===== src/design/touch_gesture_event_detector_defines.svh =====
// Assertion macros used by the touch gesture event detector top module.
// Each macro expects clk and rst to be visible in the including scope.
`ifndef TOUCH_GESTURE_EVENT_DETECTOR_DEFINES_SVH
`define TOUCH_GESTURE_EVENT_DETECTOR_DEFINES_SVH

// Check that a condition holds at every edge outside reset
`define TGED_ASSERT(lbl, cond, msg) \
  lbl: assert property (@(posedge clk) disable iff (rst) (cond)) else $error(msg);

// Check a same-cycle implication outside reset
`define TGED_ASSERT_IMPL(lbl, ante, cons, msg) \
  lbl: assert property (@(posedge clk) disable iff (rst) (ante) |-> (cons)) \
    else $error(msg);

`endif


===== src/design/tged_pkg.sv =====
package tged_pkg;

  // Configuration register widths
  localparam int THR_W = 13;
  localparam int RC_W  = 8;

  // Configuration register indexes
  localparam int CFG_IDX_W = 2;
  localparam logic [CFG_IDX_W-1:0] CFG_MOVE_THRESHOLD  = 2'd0;
  localparam logic [CFG_IDX_W-1:0] CFG_RELEASE_CONFIRM = 2'd1;

  // Reset values of the configuration registers
  localparam logic [THR_W-1:0] MOVE_THRESHOLD_RST  = 13'd10;
  localparam logic [RC_W-1:0]  RELEASE_CONFIRM_RST = 8'd3;

  typedef enum logic [1:0] {
    EV_NONE = 2'd0,
    EV_DOWN = 2'd1,
    EV_MOVE = 2'd2,
    EV_UP   = 2'd3
  } ev_kind_t;

  typedef struct packed {
    logic [THR_W-1:0] move_threshold;
    logic [RC_W-1:0]  release_confirm;
  } tged_cfg_t;

endpackage


===== src/design/tged_cfg.sv =====
module tged_cfg
  import tged_pkg::*;
(
  input  logic                 clk,
  input  logic                 rst,
  input  logic                 cfg_valid,
  output logic                 cfg_ready,
  input  logic [CFG_IDX_W-1:0] cfg_index,
  input  logic [THR_W-1:0]     cfg_data,
  output tged_cfg_t            cfg
);

  // Always able to take a register write
  assign cfg_ready = 1'b1;

  // Decode the index and update the addressed register; ignore other indexes
  always_ff @(posedge clk) begin
    if (rst) begin
      cfg.move_threshold  <= MOVE_THRESHOLD_RST;
      cfg.release_confirm <= RELEASE_CONFIRM_RST;
    end else if (cfg_valid && cfg_ready) begin
      case (cfg_index)
        CFG_MOVE_THRESHOLD:  cfg.move_threshold  <= cfg_data;
        CFG_RELEASE_CONFIRM: cfg.release_confirm <= cfg_data[RC_W-1:0];
        default: ;
      endcase
    end
  end

endmodule


===== src/design/tged_eval.sv =====
module tged_eval
  import tged_pkg::*;
#(
  parameter int COORD_BITS = 12
) (
  input  tged_cfg_t                     cfg,
  // current tracking state
  input  logic                          touching,
  input  logic [RC_W-1:0]               release_count,
  input  logic [COORD_BITS-1:0]         last_x,
  input  logic [COORD_BITS-1:0]         last_y,
  input  logic [COORD_BITS-1:0]         ref_x,
  input  logic [COORD_BITS-1:0]         ref_y,
  // sample
  input  logic                          pressed,
  input  logic [COORD_BITS-1:0]         sx,
  input  logic [COORD_BITS-1:0]         sy,
  // next tracking state
  output logic                          touching_next,
  output logic [RC_W-1:0]               release_count_next,
  output logic [COORD_BITS-1:0]         last_x_next,
  output logic [COORD_BITS-1:0]         last_y_next,
  output logic [COORD_BITS-1:0]         ref_x_next,
  output logic [COORD_BITS-1:0]         ref_y_next,
  // event
  output ev_kind_t                      kind,
  output logic [COORD_BITS-1:0]         ev_x,
  output logic [COORD_BITS-1:0]         ev_y,
  output logic signed [COORD_BITS:0]    dx,
  output logic signed [COORD_BITS:0]    dy
);

  localparam int DIST_W = COORD_BITS + 1;
  localparam int CMP_W  = (DIST_W > THR_W) ? DIST_W : THR_W;

  logic signed [COORD_BITS:0] diff_x;
  logic signed [COORD_BITS:0] diff_y;
  logic [COORD_BITS-1:0]      mag_x;
  logic [COORD_BITS-1:0]      mag_y;
  logic [DIST_W-1:0]          manhattan;
  logic                       move_hit;
  logic [RC_W-1:0]            rc_inc;
  logic                       up_hit;

  // Distance of the sample from the move reference
  always_comb begin
    diff_x = $signed({1'b0, sx}) - $signed({1'b0, ref_x});
    diff_y = $signed({1'b0, sy}) - $signed({1'b0, ref_y});
    mag_x  = diff_x[COORD_BITS] ? COORD_BITS'(-diff_x) : diff_x[COORD_BITS-1:0];
    mag_y  = diff_y[COORD_BITS] ? COORD_BITS'(-diff_y) : diff_y[COORD_BITS-1:0];
    manhattan = DIST_W'(mag_x) + DIST_W'(mag_y);
    move_hit = CMP_W'(manhattan) >= CMP_W'(cfg.move_threshold);
    rc_inc = release_count + RC_W'(1);
    up_hit = rc_inc >= cfg.release_confirm;
  end

  // Pick the event in priority order: down, move, up
  always_comb begin
    touching_next      = touching;
    release_count_next = release_count;
    last_x_next        = last_x;
    last_y_next        = last_y;
    ref_x_next         = ref_x;
    ref_y_next         = ref_y;
    kind               = EV_NONE;
    ev_x               = '0;
    ev_y               = '0;
    dx                 = '0;
    dy                 = '0;
    if (pressed) begin
      last_x_next        = sx;
      last_y_next        = sy;
      release_count_next = '0;
      if (!touching) begin
        touching_next = 1'b1;
        ref_x_next    = sx;
        ref_y_next    = sy;
        kind          = EV_DOWN;
        ev_x          = sx;
        ev_y          = sy;
      end else if (move_hit) begin
        ref_x_next = sx;
        ref_y_next = sy;
        kind       = EV_MOVE;
        ev_x       = sx;
        ev_y       = sy;
        dx         = diff_x;
        dy         = diff_y;
      end
    end else if (touching) begin
      release_count_next = rc_inc;
      if (up_hit) begin
        touching_next      = 1'b0;
        release_count_next = '0;
        kind               = EV_UP;
        ev_x               = last_x;
        ev_y               = last_y;
      end
    end
  end

endmodule


===== src/design/touch_gesture_event_detector.sv =====
// Touch gesture event detector: takes one touch sample per item (touch_valid,
// sample_x, sample_y) and returns exactly one result item per sample with
// event_kind none, down, move or up, the event point and, for a move, the
// signed displacement from the previous reference point. A sample passes
// through an input register and one combinational evaluation into the result
// register, the tracking state being updated as it moves there; a new sample
// is taken every cycle unless out_stall holds the result register. The user
// must write move_threshold (index 0) and release_confirm (index 1) through
// the cfg port, always ready, only while no samples are in flight (not enforced).
module touch_gesture_event_detector
  import tged_pkg::*;
#(
  parameter int COORD_BITS = 12
) (
  input  logic                       clk,
  input  logic                       rst,
  // sample channel
  input  logic                       in_valid,
  output logic                       in_stall,
  input  logic                       touch_valid,
  input  logic [COORD_BITS-1:0]      sample_x,
  input  logic [COORD_BITS-1:0]      sample_y,
  // event channel
  output logic                       out_valid,
  input  logic                       out_stall,
  output logic [1:0]                 event_kind,
  output logic [COORD_BITS-1:0]      event_x,
  output logic [COORD_BITS-1:0]      event_y,
  output logic signed [COORD_BITS:0] delta_x,
  output logic signed [COORD_BITS:0] delta_y,
  // configuration channel
  input  logic                       cfg_valid,
  output logic                       cfg_ready,
  input  logic [CFG_IDX_W-1:0]       cfg_index,
  input  logic [THR_W-1:0]           cfg_data
);

`include "touch_gesture_event_detector_defines.svh"

  tged_cfg_t cfg;

  // input register
  logic                  s1_valid;
  logic                  s1_pressed;
  logic [COORD_BITS-1:0] s1_x;
  logic [COORD_BITS-1:0] s1_y;

  // tracking state
  logic                  touching;
  logic [RC_W-1:0]       release_count;
  logic [COORD_BITS-1:0] last_x;
  logic [COORD_BITS-1:0] last_y;
  logic [COORD_BITS-1:0] ref_x;
  logic [COORD_BITS-1:0] ref_y;

  logic                  touching_next;
  logic [RC_W-1:0]       release_count_next;
  logic [COORD_BITS-1:0] last_x_next;
  logic [COORD_BITS-1:0] last_y_next;
  logic [COORD_BITS-1:0] ref_x_next;
  logic [COORD_BITS-1:0] ref_y_next;

  ev_kind_t                   kind;
  logic [COORD_BITS-1:0]      ev_x;
  logic [COORD_BITS-1:0]      ev_y;
  logic signed [COORD_BITS:0] dx;
  logic signed [COORD_BITS:0] dy;

  logic out_free;
  logic in_take;
  logic s1_move;

  tged_cfg u_cfg (
    .clk       (clk),
    .rst       (rst),
    .cfg_valid (cfg_valid),
    .cfg_ready (cfg_ready),
    .cfg_index (cfg_index),
    .cfg_data  (cfg_data),
    .cfg       (cfg)
  );

  tged_eval #(
    .COORD_BITS (COORD_BITS)
  ) u_eval (
    .cfg                (cfg),
    .touching           (touching),
    .release_count      (release_count),
    .last_x             (last_x),
    .last_y             (last_y),
    .ref_x              (ref_x),
    .ref_y              (ref_y),
    .pressed            (s1_pressed),
    .sx                 (s1_x),
    .sy                 (s1_y),
    .touching_next      (touching_next),
    .release_count_next (release_count_next),
    .last_x_next        (last_x_next),
    .last_y_next        (last_y_next),
    .ref_x_next         (ref_x_next),
    .ref_y_next         (ref_y_next),
    .kind               (kind),
    .ev_x               (ev_x),
    .ev_y               (ev_y),
    .dx                 (dx),
    .dy                 (dy)
  );

  // Handshake: result register frees up when empty or being taken
  assign out_free = !out_valid || !out_stall;
  assign s1_move  = s1_valid && out_free;
  assign in_stall = s1_valid && !out_free;
  assign in_take  = in_valid && !in_stall;

  // Capture the incoming item
  always_ff @(posedge clk) begin
    if (rst) begin
      s1_valid <= 1'b0;
    end else if (in_take) begin
      s1_valid <= 1'b1;
    end else if (s1_move) begin
      s1_valid <= 1'b0;
    end
  end

  always_ff @(posedge clk) begin
    if (in_take) begin
      s1_pressed <= touch_valid;
      s1_x       <= sample_x;
      s1_y       <= sample_y;
    end
  end

  // Advance the tracking state as the item moves into the result register
  always_ff @(posedge clk) begin
    if (rst) begin
      touching      <= 1'b0;
      release_count <= '0;
      last_x        <= '0;
      last_y        <= '0;
      ref_x         <= '0;
      ref_y         <= '0;
    end else if (s1_move) begin
      touching      <= touching_next;
      release_count <= release_count_next;
      last_x        <= last_x_next;
      last_y        <= last_y_next;
      ref_x         <= ref_x_next;
      ref_y         <= ref_y_next;
    end
  end

  // Load the result register
  always_ff @(posedge clk) begin
    if (rst) begin
      out_valid <= 1'b0;
    end else if (out_free) begin
      out_valid <= s1_valid;
    end
  end

  always_ff @(posedge clk) begin
    if (s1_move) begin
      event_kind <= kind;
      event_x    <= ev_x;
      event_y    <= ev_y;
      delta_x    <= dx;
      delta_y    <= dy;
    end
  end

  `TGED_ASSERT_IMPL(a_delta_only_move,
    out_valid && (event_kind != EV_MOVE), (delta_x == '0) && (delta_y == '0),
    "nonzero delta on a non-move event")
  `TGED_ASSERT_IMPL(a_down_on_rise, $rose(touching),
    out_valid && (event_kind == EV_DOWN), "touch started without a down event")
  `TGED_ASSERT_IMPL(a_up_on_fall, $fell(touching) && !$past(rst),
    out_valid && (event_kind == EV_UP), "touch ended without an up event")
  `TGED_ASSERT(a_idle_count_clear, touching || (release_count == '0),
    "release count nonzero while not touching")

endmodule

===== config.mk =====
export PLATFORM = sky130hd
export DESIGN_NAME = touch_gesture_event_detector
export DESIGN_NICKNAME = d
export VERILOG_FILES = /design/src/design/tged_pkg.sv /design/src/design/tged_cfg.sv /design/src/design/tged_eval.sv /design/src/design/touch_gesture_event_detector.sv
export VERILOG_INCLUDE_DIRS = /design/src /design/src/design
export SDC_FILE = /design/constraint.sdc
export NUM_CORES = 1
export LEC_CHECK = 0
export ABC_AREA = 0
export CAP_MARGIN = 20
export CORE_AREA = 2 2 188 190
export CTS_BUF_LIST = sky130_fd_sc_hd__clkbuf_8
export CTS_CLUSTER_DIAMETER = 60
export CTS_CLUSTER_SIZE = 40
export DETAILED_ROUTE_END_ITERATION = 6
export DIE_AREA = 0 0 190 192
export DONT_BUFFER_PORTS = 1
export SLEW_MARGIN = 20
export SYNTH_ARGS = -nofsm -noshare
export SYNTH_HDL_FRONTEND = slang
export SYNTH_HIERARCHICAL = 1
export SYNTH_SLANG_ARGS = --single-unit

===== constraint.sdc =====
create_clock -name clk -period 7.55 [get_ports clk]
set_clock_uncertainty 0.2 [all_clocks]
set_input_delay 1.51 -clock clk [delete_from_list [all_inputs] [get_ports clk]]
set_output_delay 1.51 -clock clk [all_outputs]
set_load 0.05 [all_outputs]

==> impl_metrics.csv <==
group,metric,value,unit
cells_and_area,finalInstanceArea,0.01064,mm²
timing,setup_viol_count_final,0,
placed_design,io_buffer_count,0,
routing,vias,6774,
timing,worst_slack,0.8730,ns
cells_and_area,n_fill_cell,3503,
die,coreArea,0.03429,mm²
die,num_io_pins,100,
synth,syn_area,0.009878,mm²
power,seq_power_share,38.4,%
routing,wl_per_cell,16.13,µm
placed_design,pre_cts_ws,0.9629,ns
worst_hold_path,hold_path_class,"reg -> reg",
routing,post_drt_via_cell_ratio,4.672,
routing,wl,23390,µm
synth,synth_area_leader_cell,"edfxtp_1",
worst_setup_path,cp_data_arrival_time,6.81,ns
die,num_rows,68,
synth,synth.yosys.warnings,6,
power,p_comb_share,37.9,%
clock_network,clk-insertion-delay-late,0.48,ns
worst_setup_path,critPathKind,"reg -> reg",
clock_network,cts_root_buffer,"clkbuf_8",
power,p_clk_share,23.7,%
synth,synth-seq-cells,157,
global_route,grt.overflow.total,0,
synth,synth_edf_count,77,
synth,ys_top_cells_by_count,"161 x nand2b_1, 82 x mux2i_1, 80 x dfxtp_1",
global_route,grt_max_degree,153,
timing,rsz0062_at_grt,"false",
clock_network,ctsLongestPathBuffers,2,
timing,final-hold-violation-count,0,
clock_network,cts_buffers,17,
timing,fmax,149.8,MHz
timing,period_needed,6.677,ns
worst_setup_path,cp_max_fo,48,
die,die_h,192,µm
clock_network,clk_pin_slew,0.10,ns
power,total_power,2.681,mW
flow_run,maxCapViolCount,0,
synth,ys_seq_area_share,39.62,%
placed_design,place_congestion,0.8274,
timing,fin_crit_sh,88.44,%
cells_and_area,drive_above_1_share,9.054,%
placed_design,dp_hpwl,16500,µm
synth,synth.avg_cell_area,9.819,µm²
worst_setup_path,endpoint_kind,"flop",
synth,ys_async_sr_fraction,0,%
global_route,track_usage,13.11,%
die,die_x,190,µm
timing,tightestPinTransition,1.027,ns
die,dieArea,0.03648,mm²
synth,syn_inst,1006,
global_route,antenna_found_initial,3,
routing,final_antenna_net_count,0,
cells_and_area,post-route-util,31.04,%
clock_network,post-cts-setup-buffer-count,0,
power,powerDensity,251.9,mW/mm²
clock_network,cts_tree,"done",
placed_design,place_area,0.01026,mm²
synth,synth_top_area_share,23.41,%
routing,drtIter0Drc,368,
synth,synth_cell_type_count,60,
timing,drv_slew,0,
power,switching_share,40.01,%
power,internal-power,1.608,mW
synth,syn_nets,1114,
synth,ys.flop_type,"dfxtp_1",
routing,route.detailed.drc,0,
synth,netlist_top_cells_area,"edfxtp_1 23%, dfxtp_1 16%, nand2b_1 10%, mux2i_1 8.3%, ha_1 7.6%",
outcome,status,"completed",
die,initial_utilization,28.81,%
routing,first_pass_iters,5,
global_route,grt_pass1_wl,37110,µm
cells_and_area,nets,1089,
worst_setup_path,cp.required,7.68,ns
clock_network,hold_buffers,0,
synth,synth_most_common_cell,"nand2b_1",
global_route,grt_pass1_vias,6605,
timing,slew_headroom,31.39,%
power,p_switching,1.073,mW
power,vdd_drop_max,0.1495,mV
clock_network,cts_resized,0,
clock_network,cts_num_sinks,157,
clock_network,htreeDepth,4,
cells_and_area,syn2layout_area_growth,7.752,%
timing,tns,0,ns
worst_setup_path,start_kind,"flop",
power,p_leak,3.927,nW
## per-layer routing
layer / global-route usage [%] / routed length (µm) / part of all wire [%]
met1: 17.94 / 11700 / 50
met2: 19.71 / 9963 / 43
met3: 3.855 / 1246 / 5.3
met4: 4.353 / 440 / 1.9
met5: 0 / 34 / 0.15
## cell usage in the layout, fill, tap and decap left out, types with 6 or more instances in the layout
| master | synthesis | layout |
|---|---|---|
| a21o_1 | 15 | 15 |
| a21oi_1 | 36 | 36 |
| a22o_1 | 14 | 14 |
| a31oi_1 | 12 | 12 |
| buf_4 | 6 | 6 |
| clkbuf_8 | 0 | 17 |
| dfxtp_1 | 80 | 80 |
| edfxtp_1 | 77 | 77 |
| ha_1 | 60 | 60 |
| inv_1 | 71 | 71 |
| inv_6 | 0 | 7 |
| mux2_2 | 37 | 37 |
| mux2i_1 | 82 | 82 |
| nand2_1 | 60 | 60 |
| nand2b_1 | 161 | 161 |
| nand3_1 | 15 | 15 |
| nor2_1 | 45 | 44 |
| nor3_1 | 34 | 33 |
| o21ai_0 | 14 | 14 |
| o2bb2ai_1 | 10 | 10 |
| xnor2_1 | 40 | 40 |
| xor2_1 | 16 | 16 |
## cells by family after synthesis
logic type               share of synthesized area (%)
adder cells (fa/ha/maj)                          8.208
multiplexers                                     12.53
AND/OR/NAND/NOR                                  19.57
XOR/XNOR                                         5.130
flip-flops                                       39.62
buffers and inverters                            5.510
AO/OA/AOI/OAI                                    9.399
other                                          0.03796
## worst paths after layout
kind                               startpoint       endpoint  slack, ns  depth (start not counted)
worst min-delay path            u_cfg/cfg[17]  u_cfg/cfg[17]       0.28                          2
worst max register to register        s1_x[0]       ref_y[4]       0.87                         25
worst min register to register  u_cfg/cfg[17]  u_cfg/cfg[17]       0.28                          2
worst max-delay path                  s1_x[0]       ref_y[4]       0.87                         25
## power by group through the flow
stage	clock [mW]	combinational, mW	sequential [mW]
finish	0.634	1.02	1.03
detailed placement	0	1.01	1.05
CTS	0.661	1.02	1.03
global route	0.694	1.14	1.04
floorplan	0	0.817	1.03
global placement	0	0.995	1.05
## final cells by class
| cell class | instances | area, µm² | area share (%) |
|---|---|---|---|
| tap | 455 | 569.3 | 5.349 |
| clock buffer | 17 | 234.0 | 2.198 |
| multi-input combinational | 727 | 5446 | 51.17 |
| sequential | 157 | 3914 | 36.77 |
| clock inverter | 15 | 146.4 | 1.375 |
| antenna | 1 | 2.502 | 0.02351 |
| timing repair buffer | 7 | 65.06 | 0.6113 |
| inverter | 71 | 266.5 | 2.504 |
## per-stage QoR
| step | std cells | hold WS [ns] |
|---|---|---|
| finish | 1450 | 0.2755 |
| global route | 1449 | 0.3004 |
| CTS | 1449 | 0.2784 |
| detailed placement | 1417 | 0.2641 |
| global placement | 1417 | 0.2572 |
| floorplan | 1006 | 0.2475 |
## critical path, stage by stage (launching register included)
cell	delay [ns]
edfxtp_1	0.40
inv_1	0.06
ha_1	0.20
fa_1	0.39
nand2b_1	0.19
a21oi_1	0.24
xnor2_1	0.35
o21ai_1	0.27
nor4_1	0.45
a31oi_1	0.16
xnor2_1	0.25
ha_1	0.34
nor4b_1	0.17
a2111oi_0	0.52
o311ai_0	0.26
ha_1	0.34
a21o_1	0.18
a21o_1	0.17
a21oi_1	0.36
nand3_1	0.13
nand2_1	0.14
a41oi_4	0.05
buf_12	0.22
mux2_2	0.31
nand2b_1	0.07
mux2i_1	0.06
## sequential cells by signal, summed over array words and instances (netlist names)
register / cells
u_cfg/cfg: 21
delta_x: 13
delta_y: 13
event_x: 12
event_y: 12
last_x: 12
last_y: 12
ref_x: 12
ref_y: 12
s1_x: 12
s1_y: 12
release_count: 8
event_kind: 2
out_valid: 1
s1_pressed: 1
s1_valid: 1
touching: 1
(Power assumes the default switching activity.)
